[src/prcf_pkg.sv]
// Package with the shared types and constants of the pixel color range filter.
`default_nettype none
package prcf_pkg;

  localparam int unsigned CHAN_W   = 8;
  localparam int unsigned THR_W    = 13;
  localparam int unsigned RGB_W    = 24;
  localparam int unsigned MODE_W   = 3;
  localparam int unsigned IDX_W    = 3;
  localparam int unsigned NUM_W    = 42;
  localparam int unsigned DEN_W    = 18;
  localparam int unsigned TSQ_W    = 27;
  localparam int unsigned PROD_W   = 45;
  localparam int unsigned FRAC_BITS = 12;

  // Three times 255 squared, the full scale of the squared distance.
  localparam logic [DEN_W-1:0] FULL_SQ_SUM = 18'd195075;
  localparam logic [DEN_W-1:0] CHAN_MAX    = 18'd255;

  localparam logic [MODE_W-1:0] MODE_DIST  = 3'd0;
  localparam logic [MODE_W-1:0] MODE_HUE   = 3'd1;
  localparam logic [MODE_W-1:0] MODE_INT   = 3'd2;
  localparam logic [MODE_W-1:0] MODE_SAT   = 3'd3;
  localparam logic [MODE_W-1:0] MODE_VALUE = 3'd4;

  localparam logic [IDX_W-1:0] REG_MODE = 3'd0;
  localparam logic [IDX_W-1:0] REG_LOW  = 3'd1;
  localparam logic [IDX_W-1:0] REG_HIGH = 3'd2;
  localparam logic [IDX_W-1:0] REG_BG   = 3'd3;

  typedef struct packed {
    logic [MODE_W-1:0] mode;
    logic [THR_W-1:0]  low;
    logic [THR_W-1:0]  high;
    logic [RGB_W-1:0]  bg;
  } cfg_t;

  // Word handed from the preparation stages to the compare stages.
  typedef struct packed {
    logic [NUM_W-1:0] num;
    logic [DEN_W-1:0] den;
    logic [TSQ_W-1:0] tlo;
    logic [TSQ_W-1:0] thi;
    logic             kill;
    logic             wrap;
  } mid_t;

endpackage
`default_nettype wire

[src/prcf_if.sv]
// Stream and configuration interfaces of the pixel color range filter.
`default_nettype none
interface prcf_pix_if;
  logic       valid;
  logic       ready;
  logic [7:0] red;
  logic [7:0] green;
  logic [7:0] blue;
  modport source (output valid, output red, output green, output blue, input ready);
  modport sink   (input valid, input red, input green, input blue, output ready);
endinterface

interface prcf_bit_if;
  logic valid;
  logic ready;
  logic pixel_on;
  modport source (output valid, output pixel_on, input ready);
  modport sink   (input valid, input pixel_on, output ready);
endinterface

interface prcf_cfg_if;
  logic        valid;
  logic        ready;
  logic [2:0]  index;
  logic [23:0] data;
  modport source (output valid, output index, output data, input ready);
  modport sink   (input valid, input index, input data, output ready);
endinterface
`default_nettype wire

[src/prcf_cfg.sv]
// Configuration register file of the pixel color range filter.
`default_nettype none
module prcf_cfg (
  input  wire logic    clk,
  input  wire logic    rst_n,
  prcf_cfg_if.sink     cfg,
  output prcf_pkg::cfg_t cfg_q
);
  import prcf_pkg::*;

  cfg_t cfg_r;

  assign cfg.ready = 1'b1;
  assign cfg_q     = cfg_r;

  always_ff @(posedge clk) begin
    if (!rst_n) begin
      cfg_r.mode <= MODE_DIST;
      cfg_r.low  <= '0;
      cfg_r.high <= 13'd4096;
      cfg_r.bg   <= 24'hFFFFFF;
    end else if (cfg.valid) begin
      unique case (cfg.index)
        REG_MODE: cfg_r.mode <= cfg.data[MODE_W-1:0];
        REG_LOW:  cfg_r.low  <= cfg.data[THR_W-1:0];
        REG_HIGH: cfg_r.high <= cfg.data[THR_W-1:0];
        REG_BG:   cfg_r.bg   <= cfg.data;
        default: ;
      endcase
    end
  end
endmodule
`default_nettype wire

[src/prcf_prep.sv]
// Preparation stages: color extremes, squares, hue sector and threshold terms.
`default_nettype none
module prcf_prep (
  input  wire logic           clk,
  input  wire logic           rst_n,
  input  wire prcf_pkg::cfg_t cfg_q,
  prcf_pix_if.sink            pix,
  output logic                mid_valid,
  input  wire logic           mid_ready,
  output prcf_pkg::mid_t      mid
);
  import prcf_pkg::*;

  logic v1_r, v2_r, en1, en2;
  logic [CHAN_W-1:0] r1_r, g1_r, b1_r, mx1_r, mn1_r;
  logic [CHAN_W-1:0] mx1_nxt, mn1_nxt;
  logic signed [CHAN_W:0] dr1_r, dg1_r, db1_r;
  logic bgm1_r;
  mid_t mid_r, mid_nxt;

  assign en2       = !v2_r || mid_ready;
  assign en1       = !v1_r || en2;
  assign pix.ready = en1;
  assign mid_valid = v2_r;
  assign mid       = mid_r;

  always_comb begin
    mx1_nxt = pix.red;
    mn1_nxt = pix.red;
    if (pix.green > mx1_nxt) mx1_nxt = pix.green;
    if (pix.blue  > mx1_nxt) mx1_nxt = pix.blue;
    if (pix.green < mn1_nxt) mn1_nxt = pix.green;
    if (pix.blue  < mn1_nxt) mn1_nxt = pix.blue;
  end

  // Stage two: squared sums, hue sector numerator and the threshold terms.
  logic [CHAN_W-1:0]   delta;
  logic [DEN_W-1:0]    dsq;
  logic signed [11:0]  hn;
  logic                sq_mode;
  logic [THR_W:0]      hi1;

  always_comb begin
    delta = mx1_r - mn1_r;
    sq_mode = (cfg_q.mode == MODE_DIST) || (cfg_q.mode == MODE_INT);
    if (cfg_q.mode == MODE_DIST)
      dsq = DEN_W'(dr1_r * dr1_r) + DEN_W'(dg1_r * dg1_r) + DEN_W'(db1_r * db1_r);
    else
      dsq = DEN_W'(r1_r * r1_r) + DEN_W'(g1_r * g1_r) + DEN_W'(b1_r * b1_r);
    if (r1_r == mx1_r) begin
      hn = $signed({4'd0, g1_r}) - $signed({4'd0, b1_r});
      if (hn < 0) hn = hn + $signed(12'(6 * delta));
    end else if (g1_r == mx1_r) begin
      hn = $signed(12'(2 * delta)) + $signed({4'd0, b1_r}) - $signed({4'd0, r1_r});
    end else begin
      hn = $signed(12'(4 * delta)) + $signed({4'd0, r1_r}) - $signed({4'd0, g1_r});
    end
    hi1 = {1'b0, cfg_q.high} + 14'd1;
    mid_nxt.kill = bgm1_r;
    mid_nxt.wrap = cfg_q.low > cfg_q.high;
    if (sq_mode) begin
      mid_nxt.tlo = TSQ_W'(cfg_q.low * cfg_q.low);
      mid_nxt.thi = TSQ_W'(hi1 * hi1);
    end else begin
      mid_nxt.tlo = TSQ_W'(cfg_q.low);
      mid_nxt.thi = TSQ_W'(hi1);
    end
    unique case (cfg_q.mode)
      MODE_DIST, MODE_INT: begin
        mid_nxt.num = NUM_W'(dsq) << 24;
        mid_nxt.den = FULL_SQ_SUM;
      end
      MODE_HUE: begin
        mid_nxt.num = NUM_W'(hn[10:0]) << FRAC_BITS;
        mid_nxt.den = DEN_W'(6 * delta);
        if (delta == '0) mid_nxt.kill = 1'b1;
      end
      MODE_SAT: begin
        mid_nxt.num = NUM_W'(delta) << FRAC_BITS;
        mid_nxt.den = (mx1_r == '0) ? DEN_W'(1) : DEN_W'(mx1_r);
      end
      MODE_VALUE: begin
        mid_nxt.num = NUM_W'(mx1_r) << FRAC_BITS;
        mid_nxt.den = CHAN_MAX;
      end
      default: begin
        mid_nxt.num  = '0;
        mid_nxt.den  = DEN_W'(1);
        mid_nxt.kill = 1'b1;
      end
    endcase
  end

  always_ff @(posedge clk) begin
    if (!rst_n) begin
      v1_r <= 1'b0;
      v2_r <= 1'b0;
    end else begin
      if (en1) v1_r <= pix.valid;
      if (en2) v2_r <= v1_r;
    end
    if (en1) begin
      r1_r   <= pix.red;
      g1_r   <= pix.green;
      b1_r   <= pix.blue;
      mx1_r  <= mx1_nxt;
      mn1_r  <= mn1_nxt;
      dr1_r  <= $signed({1'b0, pix.red})   - $signed({1'b0, cfg_q.bg[23:16]});
      dg1_r  <= $signed({1'b0, pix.green}) - $signed({1'b0, cfg_q.bg[15:8]});
      db1_r  <= $signed({1'b0, pix.blue})  - $signed({1'b0, cfg_q.bg[7:0]});
      bgm1_r <= {pix.red, pix.green, pix.blue} == cfg_q.bg;
    end
    if (en2) mid_r <= mid_nxt;
  end
endmodule
`default_nettype wire

[src/prcf_cmp.sv]
// Compare stages: scaled threshold products and the final range decision.
`default_nettype none
module prcf_cmp (
  input  wire logic           clk,
  input  wire logic           rst_n,
  input  wire logic           mid_valid,
  output logic                mid_ready,
  input  wire prcf_pkg::mid_t mid,
  prcf_bit_if.source          res
);
  import prcf_pkg::*;

  logic v3_r, v4_r, en3, en4;
  logic [NUM_W-1:0]  num3_r;
  logic [PROD_W-1:0] plo3_r, phi3_r;
  logic kill3_r, wrap3_r, on4_r, on_nxt, ge, lt;

  assign en4       = !v4_r || res.ready;
  assign en3       = !v3_r || en4;
  assign mid_ready = en3;
  assign res.valid = v4_r;
  assign res.pixel_on = on4_r;

  always_comb begin
    ge = PROD_W'(num3_r) >= plo3_r;
    lt = PROD_W'(num3_r) <  phi3_r;
    if (kill3_r)      on_nxt = 1'b0;
    else if (wrap3_r) on_nxt = ge || lt;
    else              on_nxt = ge && lt;
  end

  always_ff @(posedge clk) begin
    if (!rst_n) begin
      v3_r <= 1'b0;
      v4_r <= 1'b0;
    end else begin
      if (en3) v3_r <= mid_valid;
      if (en4) v4_r <= v3_r;
    end
    if (en3) begin
      num3_r  <= mid.num;
      plo3_r  <= PROD_W'(mid.tlo * mid.den);
      phi3_r  <= PROD_W'(mid.thi * mid.den);
      kill3_r <= mid.kill;
      wrap3_r <= mid.wrap;
    end
    if (en4) on4_r <= on_nxt;
  end
endmodule
`default_nettype wire

[src/pixel_color_range_filter.sv]
// Pipeline: four stage registers lie between an accepted pixel word and its result word.
// Throughput: one pixel per clock while the output is ready; each stage register
// advances when the next one can take its word, so a bubble is filled while the output waits.
// Reset (rst_n, synchronous, low): all stage valid bits clear, mode becomes
// distance, thresholds 0 and 4096, background white.
`default_nettype none
module pixel_color_range_filter (
  input  wire logic   clk,
  input  wire logic   rst_n,
  prcf_pix_if.sink    in_ch,
  prcf_bit_if.source  out_ch,
  prcf_cfg_if.sink    cfg_ch
);
  import prcf_pkg::*;

  // The measure is never formed as a quotient or root. Each mode gives a
  // numerator and a denominator, and the thresholds are scaled by the
  // denominator instead; in the root modes the thresholds are squared first,
  // since the root reaches a bound exactly when its argument reaches the
  // square of that bound.
  cfg_t cfg_q;
  mid_t mid;
  logic mid_valid, mid_ready;

  prcf_cfg u_cfg (
    .clk   (clk),
    .rst_n (rst_n),
    .cfg   (cfg_ch),
    .cfg_q (cfg_q)
  );

  // Stages one and two: extremes and differences, then squares and terms.
  prcf_prep u_prep (
    .clk       (clk),
    .rst_n     (rst_n),
    .cfg_q     (cfg_q),
    .pix       (in_ch),
    .mid_valid (mid_valid),
    .mid_ready (mid_ready),
    .mid       (mid)
  );

  // Stages three and four: threshold products, then the range decision.
  prcf_cmp u_cmp (
    .clk       (clk),
    .rst_n     (rst_n),
    .mid_valid (mid_valid),
    .mid_ready (mid_ready),
    .mid       (mid),
    .res       (out_ch)
  );
endmodule
`default_nettype wire

[src/flat_wrapper.sv]
// flat-port wrapper written by rule: the top's interface ports become plain ports
module pixel_color_range_filter_flat import prcf_pkg::*;
  (clk, rst_n, in_ch_valid, in_ch_red, in_ch_green, in_ch_blue, in_ch_ready, out_ch_valid, out_ch_pixel_on, out_ch_ready, cfg_ch_valid, cfg_ch_index, cfg_ch_data, cfg_ch_ready);
  prcf_pix_if in_ch_i ();
  prcf_bit_if out_ch_i ();
  prcf_cfg_if cfg_ch_i ();
  input  wire logic clk;
  input  wire logic rst_n;
  input wire logic [$bits(in_ch_i.valid)-1:0] in_ch_valid;
  input wire logic [$bits(in_ch_i.red)-1:0] in_ch_red;
  input wire logic [$bits(in_ch_i.green)-1:0] in_ch_green;
  input wire logic [$bits(in_ch_i.blue)-1:0] in_ch_blue;
  output wire logic [$bits(in_ch_i.ready)-1:0] in_ch_ready;
  output wire logic [$bits(out_ch_i.valid)-1:0] out_ch_valid;
  output wire logic [$bits(out_ch_i.pixel_on)-1:0] out_ch_pixel_on;
  input wire logic [$bits(out_ch_i.ready)-1:0] out_ch_ready;
  input wire logic [$bits(cfg_ch_i.valid)-1:0] cfg_ch_valid;
  input wire logic [$bits(cfg_ch_i.index)-1:0] cfg_ch_index;
  input wire logic [$bits(cfg_ch_i.data)-1:0] cfg_ch_data;
  output wire logic [$bits(cfg_ch_i.ready)-1:0] cfg_ch_ready;
  assign in_ch_i.valid = in_ch_valid;
  assign in_ch_i.red = in_ch_red;
  assign in_ch_i.green = in_ch_green;
  assign in_ch_i.blue = in_ch_blue;
  assign in_ch_ready = in_ch_i.ready;
  assign out_ch_valid = out_ch_i.valid;
  assign out_ch_pixel_on = out_ch_i.pixel_on;
  assign out_ch_i.ready = out_ch_ready;
  assign cfg_ch_i.valid = cfg_ch_valid;
  assign cfg_ch_i.index = cfg_ch_index;
  assign cfg_ch_i.data = cfg_ch_data;
  assign cfg_ch_ready = cfg_ch_i.ready;
  pixel_color_range_filter u_core (.clk(clk), .rst_n(rst_n), .in_ch(in_ch_i), .out_ch(out_ch_i), .cfg_ch(cfg_ch_i));
endmodule
[config.mk]
export PLATFORM = sky130hd
export DESIGN_NAME = pixel_color_range_filter_flat
export DESIGN_NICKNAME = d
export VERILOG_FILES = /design/src/prcf_pkg.sv /design/src/prcf_if.sv /design/src/prcf_cfg.sv /design/src/prcf_prep.sv /design/src/prcf_cmp.sv /design/src/pixel_color_range_filter.sv /design/src/flat_wrapper.sv
export SDC_FILE = /design/constraint.sdc
export NUM_CORES = 2
export LEC_CHECK = 0
export BUFFER_PORTS_ARGS = -buffer_cell sky130_fd_sc_hd__buf_2
export CORE_AREA = 3 3 432 306
export DETAILED_ROUTE_END_ITERATION = 7
export DIE_AREA = 0 0 435 309
export PLACE_DENSITY = 0.72
export SLEW_MARGIN = 25
export SYNTH_ARGS = -nofsm -noshare
export SYNTH_HDL_FRONTEND = slang
export SYNTH_SLANG_ARGS = --single-unit
[constraint.sdc]
create_clock -name clk -period 7.1 [get_ports clk]
set_input_delay 1.42 -clock clk [delete_from_list [all_inputs] [get_ports clk]]
set_output_delay 1.42 -clock clk [all_outputs]
set_load 0.02 [all_outputs]
Word level (Yosys, flattened, before mapping)
Cells that the tools add are included.

storage, ports and cells
  output and inout port bits = 4
  word-level logic and storage cells = 110
  flip-flop bits (word level) = 376
  bits of input ports = 56

operators by class
  $mul = 11
  muxes and demuxes = 14
  order comparisons = 8
  reduce and logical (&&, ||, !) cells = 21
  equality and inequality tests = 10
  add/subtract/negate cells = 15

operators by type and width
  kind                                                 number
  one-hot mux 60 bit (4 select lines)                  1
  multiplier 27 x 18 -> 45 bit                         2
  multiplier 9 x 9 -> 18 bit                           3
  multiplier 8 x 8 -> 16 bit                           3
  >= comparator 42 x 45 -> 1 bit                       1
  < comparator 42 x 45 -> 1 bit                        1
  2-to-1 mux 40 bit                                    1
  2-to-1 mux 8 bit                                     5
  adder 18 bit                                         2
  subtractor 8 x 8 -> 9 bit                            4
  2-to-1 mux 11 bit                                    3
  multiplier 14 x 14 -> 27 bit                         1
  multiplier 13 x 13 -> 26 bit                         1
  equality test 24 bit                                 1
  adder 17 x 16 -> 18 bit                              1
  2-to-1 mux 18 bit                                    1
  adder 16 x 16 -> 17 bit                              1
  equality test 8 bit                                  2
  > comparator 8 bit                                   2
  zero test 8 bit                                      2
  < comparator 8 bit                                   2
  adder 13 x 1 -> 14 bit, second input constant        1
  > comparator 13 bit                                  1
  equality test 3 x 2 -> 1 bit, second input constant  4
  19 further kinds                                     33

Longest topological paths before layout
  depth in word-level cells = 6
  gate-level depth with buffers = 30
  gate-level depth less buffers = 29

By module
Synthesis repeated with hierarchy kept, for this count alone.

second synthesis, totals
  cell total of the unflattened synthesis = 7910
  area, all modules = 74189.9 um2

by module, submodules not included
  module     cells an instance  area each (um2)  instances  sequential area each (um2)
  prcf_cmp   4101               37348.3          1          4093.9
  prcf_prep  3590               34627.0          1          4964.8
  prcf_cfg   219                2214.6           1          1061.0

Worst setup path before layout
OpenSTA, ideal clock, no wires.

  path kind = register -> register
  from = reg u_core.u_cfg.cfg_r, in the netlist u_core.u_cfg.cfg_q[24]
  to = reg u_core.u_prep.mid_r, in the netlist u_core.u_prep.mid[27] (data pin)
  stages on the path, launching flop included = 30
  slack = -115 ps
  clock period less this slack = 7215 ps
  buffers on the path = 1
  arrival = 6949 ps
  data required time = 6834 ps
  library setup time = 266 ps
  cells stage by stage = dfxtp_1 -> buf_4 -> clkinv_1 -> nor4_1 -> nand4_1 -> xnor2_1 -> inv_1 -> nand2_1 -> inv_1 -> fa_1 -> inv_1 -> fa_1 -> inv_1 -> fa_1 -> fa_1 -> fa_1 -> inv_1 -> fa_1 -> inv_1 -> ha_1 -> a21o_1 -> a21o_1 -> a21oi_1 -> o21ai_1 -> a41o_1 -> o41ai_2 -> o21ai_0 -> a21oi_1 -> xor2_1 -> nor2_1

on the way
  word-level cells in the longest chain between the ends = 2

RTL lines
  what                          line              source
  start: declaration            prcf_cfg.sv:11    cfg_t cfg_r;
  adder 13 x 1 -> 14 bit        prcf_prep.sv:58   hi1 = {1'b0, cfg_q.high} + 14'd1;
  via u_core.u_prep.hi1[0]      prcf_prep.sv:41   logic [THR_W:0] hi1;
  multiplier 14 x 14 -> 27 bit  prcf_prep.sv:63   mid_nxt.thi = TSQ_W'(hi1 * hi1);
  end signal: assignment        prcf_prep.sv:113  if (en2) mid_r <= mid_nxt;
  end: declaration              prcf_prep.sv:19   mid_t mid_r, mid_nxt;

The timed path passes the listed nets, and every way through them passes these cells.
A chain may end at the register's enable or synchronous reset.

Worst setup path in the final report
  from = reg u_core.u_prep.mid_r, in the netlist u_core.u_prep.mid[13]
  to = reg u_core.u_cmp.phi3_r[43] (data pin)

on the way
  word-level cells in the longest chain between the ends = 1

RTL lines
  what                          line            source
  multiplier 27 x 18 -> 45 bit  prcf_cmp.sv:43  phi3_r <= PROD_W'(mid.thi * mid.den);
  end signal: assignment        prcf_cmp.sv:43
  end: declaration              prcf_cmp.sv:15  logic [PROD_W-1:0] plo3_r, phi3_r;

No other way between the ends.

==> summary.txt <==
Clock network
  • Number of buffers created by CTS: 39
  • Clock Path Buffers: 3
  • TritonCTS Sinks: 343
  • CTS clk-pin slew, worst paths: roughly 0.070 ns
  • Root Driver: clkbuf_16
  • H-tree levels: 2
  • Hold-fix buffer count after cts: 0
  • CTS tree: done
  • Clock latency on the worst-skew pair: about 0.61 ns

Timing
  • Worst Max-Slew Pin Slew: just over 1 ns
  • Final period utilization: 0.9720
  • Fmax: ~0.14 GHz
  • Fin. max-slew vios: 0
  • Final Skew: between 0.03 and 0.04 ns
  • Final count of hold timing violations: 0
  • Slew margin rel.: 0.3132
  • Final setup vio count: 0
  • Min Tclk post-route: roughly 6.9 ns

Die
  • Initial Utilization: 0.5397
  • DIE AREA: around 0.13 mm2
  • Die height: around 300 um
  • CORE AREA: around 0.13 mm2
  • Die Wd: between 400 and 500 um
  • I/O pins: 60
  • Row Count: 110

GRT
  • Global route total overflow: 0
  • Vias in the first global route: around 53k
  • Largest net degree at the start of global routing: 122
  • Initial antenna violation count: 11
  • Total track usage: 0.2762
  • First-pass GRT wire length: about 290 mm

Outcome
  • Outcome: finished clean

Place
  • PortBufs: 58
  • Placer Congestion: 1.007
  • Post-DP HPWL: between 150 and 200 mm

Critical path
  • Cell repeated most along the worst path: fa_1
  • CP max stage cell: fa_1
  • CP arrival: slightly above 7 ns
  • Worst EP required: ~7.4 ns
  • Worst Path Buf+Inv: 3
  • Largest delay share family, worst path: adder cells
  • Critical path fanouts, max: 10
  • Worst setup path start: u_core.u_prep.mid[13]
  • Crit path capture type: register
  • Worst-path cell chain: buf_4 > and2_1 > inv_1 > fa_1 > inv_1 > fa_1 > fa_1 > fa_1 > fa_1 > fa_1 > ha_1 > a21o_1 > a21o_1 > a21o_1 > a22oi_1 > nand2_1 > a2111oi_1 > o21bai_1 > a21oi_1 > xnor2_1
  • R2R Path Start: u_core.u_prep.mid[13]
  • Worst Setup Path Type: register to register
  • Critical path launch point type: register
  • Max incr delay on CP: ~0.60 ns

Flow run
  • Max Cap Viol: 0

Layout
  • Layout cell share with drive strength beyond 1: 0.07562
  • Area growth, synth to finish: 8.721%
  • Fin nets: between 9k and 10k
  • Layout fillers: around 11k
  • Final Core Density: 0.5868

Routing
  • Number of detailed-route iterations in the first pass: 5
  • Iteration-0 DRC Markers: 4109
  • Total Wirelength: ~180 mm
  • Average wire per cell in the routed design: between 15 and 20 um
  • Post-DRT Antenna Nets: 0
  • DR vias/cell: between 5 and 6
  • Vias: about 50k
  • # DRC: 0

Synth
  • Mapped Cells: a little over 7k
  • Synth unique cells: 82
  • Ys flop type: edfxtp_1
  • Post-synth EDFFs: between 200 and 300
  • Post-synth ARST share: 0
  • Synthesized flop and latch total: 343
  • Mapped cell area: around 0.07 mm2
  • Yosys warning count: 0
  • Syn_area_per_cell: 9.580 um2
  • Post-synthesis sequential area ratio: 0.1405

Worst hold path
  • Hold/Removal Path Class: register to register
  • Hold path start: u_core.u_prep.mid[99]
==> worst reg2reg max path, cell delays in order (launching register included) <==
cell and delay (ns):
edfxtp_1 0.48, buf_4 0.26, and2_1 0.39, inv_1 0.18, fa_1 0.51, inv_1 0.05
fa_1 0.48, fa_1 0.60, fa_1 0.47, fa_1 0.41, fa_1 0.42, ha_1 0.38
a21o_1 0.20, a21o_1 0.16, a21o_1 0.21, a22oi_1 0.18, nand2_1 0.25, a2111oi_1 0.56
o21bai_1 0.13, a21oi_1 0.22, xnor2_1 0.10
==> cell usage after synthesis (all sizes together), types with 8 or more instances <==
master | instances | area share
nand3 | 40 | 0.0029
a211oi | 24 | 0.0028
a21oi | 209 | 0.015
a21o | 123 | 0.013
fa | 1326 | 0.38
buf | 10 | 0.00069
and2 | 330 | 0.030
edfxtp | 286 | 0.12
nor3 | 43 | 0.0031
a41oi | 8 | 0.0010
ha | 791 | 0.14
o21a | 27 | 0.0029
o21bai | 24 | 0.0026
mux2i | 42 | 0.0061
nor2b | 52 | 0.0047
o21ai | 126 | 0.0093
nor4 | 14 | 0.0013
nand2b | 51 | 0.0046
dfxtp | 57 | 0.016
a21boi | 31 | 0.0034
clkbuf | 204 | 0.011
and3 | 25 | 0.0023
nor2 | 306 | 0.017
or2 | 15 | 0.0014
nand2 | 731 | 0.040
nand4 | 30 | 0.0027
inv | 1866 | 0.10
xor2 | 94 | 0.012
a31oi | 16 | 0.0014
o211ai | 28 | 0.0030
xnor2 | 185 | 0.024
==> placed cells by master, fill, tap and decap left out, types with 49 or more instances in the layout <==
cell type	count
edfxtp_1	286
fa_1	1316
buf_2	58
buf_4	258
xor2_1	94
a21oi_1	202
a21o_1	123
nand2b_1	49
o21ai_0	113
inv_1	1852
and2_1	324
dfxtp_1	51
nand2_1	719
nor2_1	294
xnor2_1	176
nor2b_1	51
ha_1	784
==> flip-flops by register name, indices dropped and copies added, names as in the netlist, 8 cells and up <==
register / flops
u_core.u_cfg.cfg_q: 53
u_core.u_cmp.plo3_r: 45
u_core.u_prep.dg1_r: 9
u_core.u_cmp.phi3_r: 45
u_core.u_cmp.num3_r: 29
u_core.u_prep.mn1_r: 8
u_core.u_prep.dr1_r: 9
u_core.u_prep.db1_r: 9
u_core.u_prep.g1_r: 8
u_core.u_prep.mx1_r: 8
u_core.u_prep.r1_r: 8
u_core.u_prep.b1_r: 8
u_core.u_prep.mid: 96
==> metrics by stage <==
step,TNS [ns],hold WS [ns],area [um2],setup WS (ns),std cells
2_1_floorplan,-0.02668,0.4003,69290,-0.02668,7236
3_3_place_gp,-0.03131,0.4033,72810,-0.03131,9044
3_5_place_dp,-0.2009,0.4045,72810,-0.07624,9044
4_1_cts,0,0.4064,74270,0.01994,9120
5_1_grt,-0.2154,0.4141,75240,-0.08581,9168
6_report,0,0.4033,75270,0.1985,9181
==> layer usage <==
metal  wire (um)  part of all wire  GRT usage  up-vias
met4        4576             0.026    0.06994        6
met2       75670              0.42     0.4056     2019
met3       18500              0.10    0.06580      275
li1            -                 -          -    22330
met1       80470              0.45     0.4129    25010
met5          35           0.00020          0        -
==> cell type report <==
class	instances	area (um2)	area share
Multi-Input combinational cell	4806	52270	0.6944
Sequential cell	343	9747	0.1295
Inverter	1873	7039	0.09352
Timing Repair Buffer	338	2628	0.03491
Tap cell	1736	2172	0.02886
Clock buffer	41	1005	0.01335
Clock inverter	31	377.9	0.005020
Antenna cell	13	32.53	0.0004322
==> worst paths after layout <==
path	to	slack, ns	depth (start not counted)
worst max register to register	u_core.u_cmp.phi3_r[43]	0.20	20
worst min register to register	u_core.u_cmp.num3_r[25]	0.40	0
worst min-delay path	u_core.u_cmp.num3_r[25]	0.40	0
worst max-delay path	u_core.u_cmp.phi3_r[43]	0.20	20
==> logic make-up (layout without fill, tap and decap cells) <==
group,count (synthesis),in the layout,synth area share
flip-flops,343,343,0.1405
AND/OR/NAND/NOR,1664,1664,0.1122
buffers and inverters,2087,2283,0.1133
XOR/XNOR,279,279,0.03540
multiplexers,46,46,0.006723
AO/OA/AOI/OAI,689,689,0.06544
other,2,24,0.0001085
adder cells (fa/ha/maj),2117,2117,0.5264
==> repair_timing <==
item / CTS / global route
buffers inserted: 4 / 48
pin swaps: 1 / 58
endpoints found under the setup margin: 5 / 30
resized for setup: 7 / 140
gates cloned: 0 / 0
Power is left out: the tool's default activity adds up to more than one toggle a clock period on the data nets, which glitch-free logic cannot reach.
